## config.mk

```make
export PLATFORM = sky130hd
export DESIGN_NAME = lcd_ram
export DESIGN_NICKNAME = d
export VERILOG_FILES = /design/src/design/lcd_ram.sv
export SDC_FILE = /design/constraint.sdc
export NUM_CORES = 1
export LEC_CHECK = 0
export ABC_AREA = 1
export BUFFER_PORTS_ARGS = -buffer_cell sky130_fd_sc_hd__buf_2
export CORE_MARGIN = 2
export CORE_UTILIZATION = 56
export DETAILED_ROUTE_END_ITERATION = 8
export PLACE_DENSITY = 0.83
export SLEW_MARGIN = 5
export SYNTH_ARGS = -nofsm -noshare
export SYNTH_HDL_FRONTEND = slang
export SYNTH_SLANG_ARGS = --single-unit
```

## constraint.sdc

```tcl
create_clock -name i_clk -period 1.35 [get_ports i_clk]
set_input_delay 0.27 -clock i_clk [delete_from_list [all_inputs] [get_ports i_clk]]
set_output_delay 0.27 -clock i_clk [all_outputs]
set_load 0.1 [all_outputs]
```

## src/design/lcd_ram.sv

```systemverilog
// generic single write port ram with registered read
// no dependencies
module lcd_ram #(
    parameter int WIDTH = 8,
    parameter int DEPTH = 32
) (
    input  logic                     i_clk,
    input  logic                     i_we,
    input  logic [$clog2(DEPTH)-1:0] i_waddr,
    input  logic [WIDTH-1:0]         i_wdata,
    input  logic [$clog2(DEPTH)-1:0] i_raddr,
    output logic [WIDTH-1:0]         o_rdata
);

    logic [WIDTH-1:0] r_mem [DEPTH];
    logic [WIDTH-1:0] r_rdata;

    always_ff @(posedge i_clk) begin
        if (i_we) begin
            r_mem[i_waddr] <= i_wdata;
        end
        r_rdata <= r_mem[i_raddr];
    end

    assign o_rdata = r_rdata;

endmodule

```

After elaboration in Yosys (flattened, before gate mapping)

Memory sizes are Yosys's and may differ from the RTL's. A register that Yosys moved wholly into a read port is not among the register bits.
Index checks and enable logic that the tools add are counted.

Muxes and demuxes: 2

Operator list:

| operator          | count |
|---|---|
| two-way mux 1 bit | 2 |

Flip-flop bits (word level): 0
Memory bits (writable): 256
Input port bits: 20
Output and inout bits: 8
Logic and storage cells: 3
Memories kept: 1

Memory list:

| name  | depth | width | rd ports | clocked after memory_dff | wr ports | line | text |
|---|---|---|---|---|---|---|---|
| r_mem | 32    | 8     | 1        | 1                        | 1        | 15   | `logic [WIDTH-1:0] r_mem [DEPTH];` |

Depth between registers and ports, before layout

Depth after elaboration: 2
Gate-level depth with buffers: 11
Depth with buffers taken out: 9

Worst setup path after synthesis

No wires, ideal clock.

Path type: input to register
From: input i_waddr[0]
To: memory r_mem[0][0] (enable)
Library setup time: 0.370 ns
Arrival time: 0.934 ns
Path slack: 0.046 ns
Cell stages on the path: 3
Path buffers: 0
Cells stage by stage: inv_1 -> nand3_1 -> nor2_1

RTL lines:

| what        | line | text |
|---|---|---|
| from (decl) | 9    | `input logic [$clog2(DEPTH)-1:0] i_waddr,` |
| to (decl)   | 15   |  |

No word-level cell before the write port.

Worst setup path in the final report

From: register r_rdata[7] (netlist: o_rdata[7]) (read register of r_mem)
To: output o_rdata[7]

RTL lines:

| what        | line | text |
|---|---|---|
| from (decl) | 16   | `logic [WIDTH-1:0] r_rdata;` |
| to (decl)   | 12   | `output logic [WIDTH-1:0] o_rdata` |

No word-level cell between the ends.

==> results.cfg <==
[die]
core_area_um2 = 18830
die_area_um2 = 20390
num_io_pins = 28
die-height_um = 142.8
start_util_pct = 57.28
row_count = 50
die_w_um = 142.8

[logic_synthesis]
async_flop_share_pct = 0
synth-compound-area-share_pct = 0
syn_area_um2 = 10790
synthMostInstantiatedCell = nand2_1
synthSimpleGateAreaFrac_pct = 23.11
synth_edf_count = 256
seq_area_frac_synth_pct = 72.75
synth_top_area_share_pct = 71.27
synthTopCellsByArea = edfxtp_1, nand2_1, nand3_1, buf_6, dfxtp_1
synthTopCellsByCount = nand2_1, edfxtp_1, nand3_1, nor2_1, buf_6
synthMuxAreaShare_pct = 0
yosys_warnings = 0
ys_ff_latch = 264
syn_nets = 942
synthAdderAreaFrac_pct = 0
syn_area_per_cell_um2 = 11.70
synth_area_leader_cell = edfxtp_1
synth_ff_type = edfxtp_1
synth_cells = 922
synth_top_family_by_area = simple AND/OR/NAND/NOR gates
ys_types = 12
synthXorXnorAreaFrac_pct = 0

[flow_run]
drv_cap = 0

[clock_network]
clockRootBuffer = clkbuf_16
cts_buffer_depth = 3
cts_buffers = 25
cts.clk_slew.worst_paths_ps = 60
clk_latency_ps = 520
h-tree-depth = 1
cts_tree = yes
cts.sink_count = 264

[place]
gp_congestion = 0.8866
dpl_cell_area_um2 = 11710
hpwlAfterDp_um = 15020
port_buffers = 27

[worst_setup_path]
cp.arrival_ps = 1080
crit_type = reg -> out
cp_cell_sequence = buf_12
crit_buf_inv = 1
start_kind = register
slowest_stage = dfxtp_4
reg2reg_slack_ps = 170
worstPathMaxFanout = 1
crit_family = flip-flops
crit_path_end_kind = primary output
cp.required_ps = 1080
max_stage_delay_ps = 380

[grt]
grt_pass1_wl_um = 38640
grtUsageMet3_pct = 2.649
grt_start_max_net_pins = 61
grt_use_total_pct = 25.09
grt_pass1_vias = 7270
antenna_found_initial = 0
use_met1_pct = 33.45
globalRouteOverflowTotal = 0
top_usage_layer = met2
use_met2_pct = 42.41

[route]
wl_per_cell_um = 19.42
postRouteWirelength_um = 24750
detail-route-antenna-nets = 0
drt_first_iter_violations = 923
vias_per_cell = 5.757
vias = 7334
drcViolationCount = 0
dr.pass1.iters = 5

[sta]
final-setup-viol-count = 0
fin_crit_ps = 1348
rsz0062_at_grt = true
hold_viol_final = 0
finClkSkew_ps = 8.195
fin_crit_sh_pct = 99.85
maxSlewHeadroom_pct = 52.83
holdWs_ps = 87.61
tns_ps = 0
worstMarginPinSlew_ps = 707.5
drv_slew = 0
max_freq_mhz = 741.8

[finish]
n_antenna_cell = 0
nets = 1022
final_area_um2 = 12430
layout-drive-gt1-share_pct = 14.10
syn2layout_area_growth_pct = 15.22

[pwr]
vdd_drop_max_mv = 1.208
design_power_total_mw = 16.81
p_leak_nw = 4.714
p_per_area_nw_per_um2 = 1352

[run_status]
outcome = completed

[hold_path]
hold_path.class = in -> reg
==> tightest hold or removal path: stages <==
cell and delay (ps):
buf_2 170, nand2_1 80, nand2_1 50
==> layout make-up <==
class / instances / area [um2]
clock buffer: 32 / 651.9
multi-input combinational: 596 / 2492
inverter: 10 / 38.79
tap: 260 / 325.3
clock inverter: 7 / 35.03
fill: 1288 / 6402
sequential: 264 / 7866
timing repair buffer: 105 / 1018
==> cell usage in the layout (no fill, tap or decap), drive strengths merged <==
cell	n
buf	105
clkbuf	32
clkinv	7
dfxtp	8
edfxtp	256
inv	10
nand2	360
nand3	204
nor2	32
==> through the flow <==
step / worst slack [ps] / utilization [%] / std cells
after floorplan: 45.97 / - / 922
after global placement: -167.6 / 62.17 / 1235
after detailed placement: -176.4 / 62.17 / 1235
after CTS: -3.057 / 66.00 / 1274
after global routing: -13.18 / 66.00 / 1274
final: 1.991 / 66.00 / 1274
==> logic make-up (layout without fill, tap and decap cells) <==
group	Yosys count	in the layout
buffers and inverters	62	154
flip-flops	264	264
AND/OR/NAND/NOR	596	596
==> report_power, final <==
part | switching, mW | internal [mW] | leakage, nW
Clock | 2.77 | 3.37 | 0.337
Combinational | 1.01 | 0.483 | 2.00
Sequential | 0.0626 | 9.11 | 2.38
Total | 3.84 | 13.0 | 4.71
==> state kept, by name, indices dropped and copies added (netlist names) <==
register	cells
r_mem	256
o_rdata	8
==> per-layer routing <==
metal | wire length (um) | up-vias | share of wire (%)
met2 | 12330 | 444 | 50
met5 | 0 | - | 0
met3 | 2074 | 84 | 8.4
met4 | 946 | 0 | 3.8
li1 | - | 3351 | -
met1 | 9397 | 3455 | 38
==> worst paths after layout <==
| path | cells past startpoint | end | from |
|---|---|---|---|
| max | 1 | o_rdata[7] | o_rdata[7] |
| min reg2reg | 8 | o_rdata[6] | r_mem[2][6] |
| max reg2reg | 8 | o_rdata[1] | r_mem[5][1] |
| min | 3 | o_rdata[3] | i_raddr[4] |
==> timing repair <==
action                                  in CTS  in global routing
hold endpoints to repair                     0                  0
endpoints found under the setup margin       7                  3
gates resized for setup                     15                  0
setup buffers                                0                  0
hold buffers                                 0                  0
No activity file was read; power rests on OpenSTA's default activity.
