**config.mk**
```make
export PLATFORM = sky130hd
export DESIGN_NAME = lcd_cell
export DESIGN_NICKNAME = d
export VERILOG_FILES = /design/src/design/lcd_pkg.sv /design/src/design/lcd_cell.sv
export SDC_FILE = /design/constraint.sdc
export NUM_CORES = 1
export LEC_CHECK = 0
export ABC_CLOCK_PERIOD_IN_PS = 5700
export CAP_MARGIN = 20
export CORE_MARGIN = 3
export CORE_UTILIZATION = 60
export DETAILED_ROUTE_END_ITERATION = 12
export DONT_BUFFER_PORTS = 1
export PLACE_DENSITY = 0.76
export SLEW_MARGIN = 20
export SYNTH_ARGS = -nofsm -noshare
export SYNTH_HDL_FRONTEND = slang
export SYNTH_SLANG_ARGS = --single-unit
```
**constraint.sdc**
```tcl
create_clock -name i_clk -period 5.7 [get_ports i_clk]
set_input_delay 0.57 -clock i_clk [delete_from_list [all_inputs] [get_ports i_clk]]
set_output_delay 0.57 -clock i_clk [all_outputs]
set_load 0.01 [all_outputs]
```
**src/design/lcd_pkg.sv**
```systemverilog
// shared types and constants for the lcs line diff block
// no dependencies
package lcd_pkg;

    localparam int MAX_LINES   = 32;
    localparam int TOKEN_BITS  = 32;
    localparam int LINE_W      = $clog2(MAX_LINES + 1);
    localparam int IDX_W       = (MAX_LINES > 1) ? $clog2(MAX_LINES) : 1;
    localparam int STACK_DEPTH = 2 * MAX_LINES;
    localparam int SP_W        = $clog2(STACK_DEPTH + 1);
    localparam int STACK_AW    = $clog2(STACK_DEPTH);
    localparam int FILL_CYCLES = 2 * MAX_LINES + 4;
    localparam int FILL_W      = $clog2(FILL_CYCLES + 1);
    localparam int ROW_W       = 2 * MAX_LINES;

    typedef enum logic [1:0] {
        OP_LOAD_OLD = 2'd0,
        OP_LOAD_NEW = 2'd1,
        OP_COMPUTE  = 2'd2,
        OP_UNUSED   = 2'd3
    } t_op;

    typedef enum logic [1:0] {
        KIND_NONE   = 2'd0,
        KIND_ADD    = 2'd1,
        KIND_REMOVE = 2'd2
    } t_kind;

    // backtrack move stored per table entry
    typedef enum logic [1:0] {
        MOVE_DIAG   = 2'd0,
        MOVE_ADD    = 2'd1,
        MOVE_REMOVE = 2'd2
    } t_move;

    typedef enum logic [2:0] {
        ST_IDLE,
        ST_FILL,
        ST_BT_READ,
        ST_BT_STEP,
        ST_EMIT_RD,
        ST_EMIT_WAIT,
        ST_NONE
    } t_state;

    // what one cell hands to the next each cycle
    typedef struct packed {
        logic                  valid;
        logic [TOKEN_BITS-1:0] tok;
        logic [LINE_W-1:0]     col;
        logic [LINE_W-1:0]     score;
    } t_link;

endpackage

```
**src/design/lcd_cell.sv**
```systemverilog
// one row of the lcs table: holds one old-file token, scores columns as they pass
// depends on lcd_pkg
module lcd_cell (
    input  logic                           i_clk,
    input  logic                           i_rst_n,
    input  logic                           i_clear,
    input  logic                           i_load,
    input  logic [lcd_pkg::TOKEN_BITS-1:0] i_load_tok,
    input  logic [lcd_pkg::LINE_W-1:0]     i_last_col,
    input  lcd_pkg::t_link                 i_link,
    output lcd_pkg::t_link                 o_link,
    output logic                           o_done,
    output logic [lcd_pkg::ROW_W-1:0]      o_row
);
    import lcd_pkg::*;

    logic [TOKEN_BITS-1:0]       r_tok;
    logic [LINE_W-1:0]           r_val;
    logic [LINE_W-1:0]           r_diag;
    logic                        r_valid;
    logic [TOKEN_BITS-1:0]       r_fwd_tok;
    logic [LINE_W-1:0]           r_fwd_col;
    logic                        r_done;
    logic [MAX_LINES-1:0][1:0]   r_row;

    logic                        match;
    logic [LINE_W-1:0]           n_val;
    t_move                       move;

    always_comb begin
        match = (r_tok == i_link.tok);
        if (match) begin
            n_val = r_diag + LINE_W'(1);
            move  = MOVE_DIAG;
        end else if (r_val >= i_link.score) begin
            n_val = r_val;
            move  = MOVE_ADD;
        end else begin
            n_val = i_link.score;
            move  = MOVE_REMOVE;
        end
    end

    always_ff @(posedge i_clk) begin
        if (i_load) begin
            r_tok <= i_load_tok;
        end
        if (i_link.valid) begin
            r_row[IDX_W'(i_link.col - LINE_W'(1))] <= move;
            r_fwd_tok <= i_link.tok;
            r_fwd_col <= i_link.col;
        end
    end

    always_ff @(posedge i_clk) begin
        if (!i_rst_n) begin
            r_val   <= '0;
            r_diag  <= '0;
            r_valid <= 1'b0;
            r_done  <= 1'b0;
        end else if (i_clear) begin
            r_val   <= '0;
            r_diag  <= '0;
            r_valid <= 1'b0;
            r_done  <= 1'b0;
        end else begin
            r_valid <= i_link.valid;
            r_done  <= i_link.valid && (i_link.col == i_last_col);
            if (i_link.valid) begin
                r_val  <= n_val;
                r_diag <= i_link.score;
            end
        end
    end

    assign o_link.valid = r_valid;
    assign o_link.tok   = r_fwd_tok;
    assign o_link.col   = r_fwd_col;
    assign o_link.score = r_val;
    assign o_done       = r_done;
    assign o_row        = r_row;

endmodule

```
; Yosys cells after proc, flatten, opt, wreduce, memory -nomap -nowiden
; Cells that the tools add are included.
[word_totals]
out_inout_bits = 110
regBits = 148
wordCells = 59
[classes]
addsub = 2
n_lt_le_gt_ge = 3
n_eq_ne = 3
n_bitwise = 1
reduce_logical = 4
n_mux = 7
[op_table]
columns = operator, count
row1 = bitwise mux 64 bit, 1
row2 = equality test 32 bit, 1
row3 = two-way mux 6 bit, 2
row4 = demux 2 bit (select 5 bit), 1
row5 = adder 6 x 1 -> 6 bit (second input constant), 1
row6 = equality test 6 bit, 1
row7 = greater-or-equal comparator 6 bit, 1
row8 = < comparator 5 x 6 -> 1 bit (second input constant), 1
row9 = two-way mux 2 bit, 3
row10 = greater-or-equal comparator 5 x 1 -> 1 bit (second input constant), 1
row11 = subtractor 5 x 1 -> 5 bit (second input constant), 1
row12 = logical AND 1 bit, 2
row13 = != test 2 bit (second input constant), 1
row14 = AND reduction 2 bit, 1
row15 = OR reduction 2 bit, 1
row16 = inverter 1 bit, 1

; Logic depth before layout (Yosys ltp)
; Gate-level depths: netlist (run 1).
[depth]
ltp_word = 6
mapped_depth = 8
ltp_nobuf = 8

; Worst setup path after synthesis (run 1)
; Ideal clock, no wire load.
[synth_path]
kind = input port to flip-flop
start = in i_link[4] (netlist name)
end = reg r_row, in the netlist o_row[0], data pin
setup_ns = 0.360
path_buffers = 1
slack_ns = 2.851
arrival_ns = 2.489
t_required_ns = 5.340
path_stages = 6
cell_sequence = inv_1 -> ha_1 -> o2111ai_1 -> o21ai_0 -> clkbuf_1 -> nor2b_1
[synth_via]
elab_chain_len = 4
[synth_rtl]
columns = element, line
row1 = "start, declared", lcd_cell.sv:10  ; input lcd_pkg::t_link i_link,
row2 = greater-or-equal comparator 6 bit, lcd_cell.sv:35  ; end else if (r_val >= i_link.score) begin
row3 = two-way mux 2 bit, lcd_cell.sv:35
row4 = two-way mux 2 bit, lcd_cell.sv:32  ; if (match) begin
row5 = named net move[0], lcd_cell.sv:28  ; t_move move;
row6 = bitwise mux 64 bit, lcd_cell.sv:49  ; r_row[IDX_W'(i_link.col - LINE_W'(1))] <= move;
row7 = "end signal, assigned by index", lcd_cell.sv:49
row8 = "end, declared", lcd_cell.sv:24  ; logic [MAX_LINES-1:0][1:0] r_row;
; The timed path passes the listed nets, and every way through them passes these cells.
; A chain may end at the register's enable or synchronous reset.

; Worst setup path after layout (run 1)
[layout_path]
start = reg r_tok[6]
end = reg r_row, in the netlist o_row[39], data pin
[layout_via]
elab_chain_len = 3
[layout_rtl]
columns = element, line
row1 = "start, declared", lcd_cell.sv:17  ; logic [TOKEN_BITS-1:0] r_tok;
row2 = "start signal, assigned", lcd_cell.sv:46  ; r_tok <= i_load_tok;
row3 = equality test 32 bit, lcd_cell.sv:31  ; match = (r_tok == i_link.tok);
row4 = two-way mux 2 bit, lcd_cell.sv:32
row5 = named net move[1], lcd_cell.sv:28
row6 = bitwise mux 64 bit, lcd_cell.sv:49
; The timed path passes the listed nets, and every way through them passes these cells.

==> reports/results.txt, run 1 <==
Setup violations remaining at the end of the flow were counted as 0. The logs give 17 for the clock buffer count from CTS and 77.90% for the sequential cell area fraction in the yosys report. The largest stage delay on the critical path is 690 ps, and the maximum fanout encountered on the critical timing path is 32.

Summed over all nets, the half-perimeter wirelength after detailed placement is 7.531 mm. Data on the critical path arrives at its endpoint at 2870 ps. The number of global-route vias before repair is 2907. The worst voltage drop across the vdd grid is 0.0002181 V. Synthesis produced 347 cells.

The run gives 0 as the Yosys warning count. The run gives 148 as the sink count of the clock tree. The worst pin sits at a relative slew slack of 48.14%. The static leakage was 2.088 nW; the combined global-route utilization of all metal layers was 20.74%. The power density normalized to cell area was 385.2 nW/um2. The total of buffers placed on input and output ports is 0.

The worst hold slack was 158.4 ps; the count of distinct cell types in the synthesized netlist was 33. In the synthesized netlist the async set-or-reset flop fraction comes to 0%. TritonCTS built the clock tree. Clock skew on the completed layout was measured at 9.493 ps. Setup repair after global routing left no endpoint under its margin. For the maximum number of pins on one net before global-route repair, the log shows 58.

By instance count, the cell type seen most on the critical path is sky130_fd_sc_hd__nor2_1. The clock tree root driver cell was sky130_fd_sc_hd__clkbuf_8. In the layout the commonest cells are sky130_fd_sc_hd__edfxtp_1 (134), sky130_fd_sc_hd__xor2_1 (38), sky130_fd_sc_hd__nor2_1 (35), sky130_fd_sc_hd__clkbuf_16 (16), sky130_fd_sc_hd__nand2_1 (15). The detailed router's first-iteration violation count was 151; the share of post-route cells with drive strength above 1 was 10.05%. After synthesis the netlist holds a flip-flop and latch count of 148. The final global-route overflow total was 0; the mapped cell area was 5525 um2. For this run, the leading register cell type out of synthesis is sky130_fd_sc_hd__edfxtp_1. Wires add up to 10.72 mm. The number of detailed-routing iterations run before antenna repair came out at 4. The capturing element type of the critical path was a flop. The worst path uses 46.63% of the clock period.

For the initial antenna violation count, the log shows 0. The wire length per cell after detailed routing was 22.52 um. The die is 102.0 um tall. The number of nets handed over by synthesis was 441. Walking the worst path, the cells encountered are xor2_1 > nor4_1 > nand4_1 > nor2_1 > nor2_1 > buf_4. The layout has 597 filler cells. 0 antenna diodes ended up in the layout.

The H-tree depth reported by CTS was 4. In the final timing run, aggregate negative setup slack is 0 ps. Achievable clock frequency: 376.2 MHz. The logs give 5920 ps for the worst endpoint required time and 8848 um2 for the placeable core area.

At the pin with the least slew margin, the transition time is 775.1 ps. Hold repair after CTS inserted 0 buffers. The run gives 197 as the number of ports placed on the die boundary. The worst setup path is of the reg -> reg kind. The run finished with clean final reports.

The slowest stage cell on the critical path is sky130_fd_sc_hd__nor2_1. The die is 102.0 um wide. The number of flops mapped to enable cells by yosys was 134. The run gives 0 as the total of max-cap violations. At the later pin of the worst-skew pair, clock insertion delay measures 500 ps.

The tools report the category of the worst setup path launch point as a flop. At the end of routability-driven placement, the weighted congestion stood at 0.8537. The post-route antenna net violation count was 0; the wire length of the first global-routing pass was 15.71 mm. In the routed design, unresolved DRC markers number 0.

The tightest min-delay check is of the in -> reg type. The routed layout has 2849 vias. Total count of max-transition violations in the final report: 0. The number of buffers inserted by post-CTS setup repair was 0. The synthesis-to-finish area growth came out at 12.07%. The number of gates resized after CTS was 0.

The synthesized area divided by synthesized cell count is 15.92 um2, and the final hold violation count is 0. The final critical delay including setup and external delays is 2658 ps, and the via density per instance is 5.985. The floorplan has 34 rows. The initial utilization of the core area, before any placement, comes to 62.44%. The logs give 10400 um2 for the area enclosed by the die boundary and 449 for the final layout net count.

The most frequent standard cell in the layout excluding fill and tap cells is sky130_fd_sc_hd__edfxtp_1. Clock-pin slew was measured on the worst setup and hold paths at 70 ps. The clock passes through at most 2 buffers.
## cell families (layout without fill, tap and decap cells)
| logic type | after synthesis | count (layout) | share of synthesized area, % |
|---|---|---|---|
| compound gates | 27 | 27 | 3.261 |
| flops | 148 | 148 | 77.90 |
| xor+xnor | 43 | 43 | 6.816 |
| buf+inv | 26 | 47 | 1.857 |
| fa+ha+maj | 7 | 7 | 1.585 |
| simple gates | 93 | 93 | 7.994 |
| mux | 3 | 3 | 0.5887 |
## worst paths after layout
path,from,endpoint,slack [ps],depth (start not counted)
setup / recovery,r_tok[6]$_DFFE_PP_,o_row[39]$_DFFE_PP_,3040,6
hold / removal,i_link[28],r_fwd_tok[16]$_DFFE_PP_,160,0
setup reg to reg,r_tok[6]$_DFFE_PP_,o_row[39]$_DFFE_PP_,3040,6
hold reg to reg,r_diag[5]$_SDFFE_PP0P_,r_diag[5]$_SDFFE_PP0P_,470,2
## where the power goes
group	switching [mW]	total (mW)	internal, mW
clock network	0.445	1.04	0.591
registers	0.0377	1.28	1.24
logic	0.0416	0.0715	0.0299
total	0.524	2.39	1.86
## sequential cells by signal (all words and copies together) (netlist names)
signal	flops
o_done	1
r_diag	6
o_row	64
r_fwd_tok	32
r_tok	32
r_fwd_col	6
r_valid	1
r_val	6
## metal layers
layer	wire, um	vias to the layer above	track usage [%]
met5	0	-	0
met4	142	0	7.871
met3	1240	13	10.58
met2	5583	164	35.28
met1	3753	1381	22.10
li1	-	1291	-
## critical path: cells and delay by family, from the launching register on
family | cells | cell delay (ps)
and+or+nand+nor | 4 | 1540
buffers and inverters | 1 | 260
xor gates and xnor gates | 1 | 160
DFF | 1 | 400
## synthesized netlist by cell type, types with 2 or more instances
cell type	n	area, um2
sky130_fd_sc_hd__or3_1	2	12.51
sky130_fd_sc_hd__dfxtp_1	14	280.3
sky130_fd_sc_hd__inv_1	13	48.80
sky130_fd_sc_hd__nand3b_1	2	15.01
sky130_fd_sc_hd__nand3_1	10	50.05
sky130_fd_sc_hd__o32a_1	4	40.04
sky130_fd_sc_hd__mux2_2	2	22.52
sky130_fd_sc_hd__nor4_1	10	62.56
sky130_fd_sc_hd__nor3_1	5	25.02
sky130_fd_sc_hd__o211ai_1	4	30.03
sky130_fd_sc_hd__edfxtp_1	134	4024
sky130_fd_sc_hd__xor2_1	38	332.8
sky130_fd_sc_hd__nand2b_1	5	31.28
sky130_fd_sc_hd__xnor2_1	5	43.79
sky130_fd_sc_hd__or2_2	2	12.51
sky130_fd_sc_hd__o21ai_0	3	15.01
sky130_fd_sc_hd__a21oi_1	8	40.04
sky130_fd_sc_hd__nand4_1	4	25.02
sky130_fd_sc_hd__clkbuf_1	10	37.54
sky130_fd_sc_hd__ha_1	7	87.58
sky130_fd_sc_hd__nor2_1	35	131.4
sky130_fd_sc_hd__nand2_1	15	56.30
sky130_fd_sc_hd__a31oi_1	5	31.28
## area by class of cell
class / instances / area (um2) / area share [%]
flip-flops and latches: 148 / 4304 / 69.51
clock buffers: 18 / 417.9 / 6.749
clock inverters: 14 / 145.1 / 2.344
inverters: 13 / 48.80 / 0.7880
repair buffers: 2 / 15.01 / 0.2425
multi-input cells: 173 / 1126 / 18.19
well taps: 108 / 135.1 / 2.182
## per-stage QoR
stage | utilization [%] | setup slack [ps] | std cells | power, mW | instance area, um2
3_3_place_gp | 63.56 | 2934 | 444 | 1.370 | 5624
5_1_grt | 69.98 | 2776 | 476 | 2.458 | 6192
6_report | 69.98 | 3042 | 476 | 2.385 | 6192
2_1_floorplan | - | 2851 | 347 | 1.352 | 5525
3_5_place_dp | 63.56 | 2848 | 444 | 1.372 | 5624
4_1_cts | 69.92 | 3017 | 476 | 2.400 | 6187
Power figures use the tool's default switching activity.
==> run 2: changes to the inputs <==
- ABC_CLOCK_PERIOD_IN_PS: 5700 -> 2300
- CORE_UTILIZATION: 60 -> 56
- PLACE_DENSITY: 0.76 -> 0.74
- clock period: 5.7 -> 2.3 ns (I/O delays scaled with it)
==> reports/results.txt, run 2 (synthesized netlist as in run 1, its figures left out) <==
The flow ran to the end, and the final reports show no timing, DRC or antenna violations. The final critical path takes up 97.07% of the cycle. The initial antenna violation count came out at 0. The category of the most critical setup path is reg -> reg. The die is 105.3 um tall. Counting the buffers created by CTS gives 17.

Timing analysis after detailed placement gives a worst setup slack of -101.3 ps. For the placed cell count, the log shows 473. The logs give 552 for the number of inserted filler cells in the final layout and 67.42 ps for the worst-case setup margin in the final layout.

The flip-flop count of the largest register, all copies and words added works out to 64. After global routing the overflow that remains totals 0. Derived from the worst setup path, the maximum achievable clock frequency is 447.9 MHz. The tools report the total of max-cap violations as 0. Data on the critical path is required at its endpoint by 2720 ps. Setup repair after global routing could not meet its margin everywhere. The final hold violation count was 0. For the sum of net half-perimeters after detailed placement, the log shows 7.710 mm.

The maximum fanout encountered on the critical timing path was 11; the synthesis-to-finish area growth was 28.44%. Combinational logic burns 5.9% of the power. The internal power summed over all cells was 4.605 mW; the number of detailed-routing iterations run before antenna repair was 4.

After detailed routing, the number of remaining DRC violations is 0. Net switching is 23.17% of the power. The tools report the switching power of the nets as 1.388 mW.

The total length of routed wires was 13.45 mm. For flop-to-flop paths, the worst setup slack is 70 ps. 197 I/O pins were placed.

Global routing used 24.08% of the available tracks across all layers. The tools report the beginning of the worst hold path as i_link[0]. Leaving out fill and tap cells, the most frequent cell in the layout is sky130_fd_sc_hd__edfxtp_1. Via density per instance: 5.684.

Capturing element type of the critical path: a flop. The region available for standard cell placement spans 9415 um2. The horizontal extent of the die is 105.3 um, and the clock-pin transition on the worst setup and hold timing paths is 70 ps. The first routing iteration left 231 violations. The run gives 3325 as the via count.

The total count of max-transition violations in the final report was 0. The worst slew margin relative to its limit is 56.20%. For the worst flop-to-flop path, the logic depth is 7. Clock latency on the worst-skew pair, taken at its later pin, is 510 ps. After clock tree synthesis, the setup repair step added 0 buffers.

In the layout the commonest cells are sky130_fd_sc_hd__edfxtp_1 (134), sky130_fd_sc_hd__dlygate4sd3_1 (77), sky130_fd_sc_hd__xor2_1 (38), sky130_fd_sc_hd__nor2_1 (33), sky130_fd_sc_hd__clkbuf_16 (16). The capture instance of the worst register-to-register path is r_val[0]$_SDFFE_PP0P_. The worst setup path is launched from a flop. The worst hold path was traced through 3 stages.

The initial standard-cell utilization of the core is 58.68%. The worst hold path terminates at r_diag[0]$_SDFFE_PP0P_. Clock tree root driver cell: sky130_fd_sc_hd__clkbuf_8. The total of buffers placed on input and output ports is 0.

TritonCTS built the clock tree. The number of non-filler instances in the completed layout is 585, and the total of endpoints with negative setup slack in the final report is 0. The worst register-to-register path begins at r_tok[28]$_DFFE_PP_. Dividing the detail-routed wire length by the instance count gives 22.99 um. Across the VDD grid, the largest voltage drop is 0.0005973 V. Entering global routing, the biggest net connects 50 pins.

In this run the power density over the cells is 844.5 nW/um2. 0 antenna diodes ended up in the layout. Across the routed clock network, the largest skew measured is 13.11 ps. The run gives 19.63 mm as the wire length of the first global-routing pass. The congestion estimate from routability-driven global placement came to 0.7810. The worst hold-check path type was in -> reg.

The post-route antenna net violation count was 0. Of the total power, the clock network draws 41.3%. CTS built an H-tree with a depth of 4.

The sink count of the clock tree came out at 148. The logs give 2660 ps for the worst endpoint data arrival time and 52.8% for the part of the total power dissipated in sequential elements. For the pin with the worst max-slew slack, the measured transition is 654.0 ps. The floorplan step defined a die boundary enclosing 11090 um2.

The analysis attributes to cell leakage a power of 2.470 nW. The share of post-route cells with drive strength above 1 is 11.18%. Floorplan row count: 35. The logs give 2 for the number of buffers between clock root and the deepest sink and 537 for the final layout net count. The number of global-route vias before repair was 3452.

The clock period could shrink to 2233 ps.
run 2: cell count changes in the layout (fill, tap and decap cells not counted), sizes merged:
cell / delta
clkinv: -1
bufinv: -1
dlygate4sd3: +77
clkinvlp: +1
buf: +10
inv: +1
nor2b: +1
run 2: what timing repair did:
action | CTS | global route
gates cloned | 0 | 1
gates resized for setup | 3 | 1
setup endpoints to repair | 32 | 38
endpoints found under the hold margin | 160 | 0
hold buffers | 79 | 0
run 2: power by group through the flow:
stage          clock network (mW)  registers (mW)  logic, mW
2_1_floorplan                   0            3.20      0.150
3_3_place_gp                    0            3.22      0.182
3_5_place_dp                    0            3.22      0.187
4_1_cts                      2.50            3.16      0.336
5_1_grt                      2.64            3.17      0.381
6_report                     2.48            3.17      0.353
run 2: how the worst max path moves through the flow:
stage | cells after the start | from | end
after global routing | 7 | r_tok[9]$_DFFE_PP_ | r_val[0]$_SDFFE_PP0P_
after global placement | 6 | r_val[0]$_SDFFE_PP0P_ | o_row[7]$_DFFE_PP_
final | 7 | r_tok[28]$_DFFE_PP_ | r_val[0]$_SDFFE_PP0P_
after detailed placement | 6 | r_val[0]$_SDFFE_PP0P_ | o_row[7]$_DFFE_PP_
after floorplan | 7 | r_val[0]$_SDFFE_PP0P_ | o_row[11]$_DFFE_PP_
after CTS | 7 | r_tok[9]$_DFFE_PP_ | r_val[0]$_SDFFE_PP0P_
run 2: final cells by class:
type | instances | area (um2) | area share, %
Clock inverter | 14 | 120.1 | 1.693
Timing Repair Buffer | 89 | 893.4 | 12.59
Tap cell | 129 | 161.4 | 2.274
Clock buffer | 18 | 417.9 | 5.889
Multi-Input combinational cell | 174 | 1151 | 16.22
Sequential cell | 148 | 4304 | 60.65
Inverter | 13 | 48.80 | 0.6876
run 2: metrics by stage:
step	utilization (%)	area (um2)	hold WS, ps	power [mW]	TNS [ps]
floorplan	-	5535	328.9	3.351	0
global placement	60.73	5718	328.9	3.397	-2052
detailed placement	60.73	5718	328.9	3.404	-3198
CTS	75.22	7082	1.714	5.993	0
global route	75.38	7097	2.028	6.191	-656.4
finish	75.38	7097	23.83	5.993	0
run 2: worst max-delay path, cell delays in order (launching register included):
cell                       delay, ps
sky130_fd_sc_hd__edfxtp_1        420
sky130_fd_sc_hd__xor2_1          160
sky130_fd_sc_hd__nor4_1          390
sky130_fd_sc_hd__nand4_1         230
sky130_fd_sc_hd__nor2_2          220
sky130_fd_sc_hd__buf_4           240
sky130_fd_sc_hd__mux2_2          350
sky130_fd_sc_hd__a21oi_1         120
run 2: metal layers:
metal  vias to the layer above  global-route usage [%]  part of all wire (%)
li1                       1471                       -                     -
met1                      1632                   27.57                    35
met2                       204                   43.03                    54
met3                        18                   7.287                   8.6
met4                         0                   7.779                   1.9
met5                         -                       0                     0
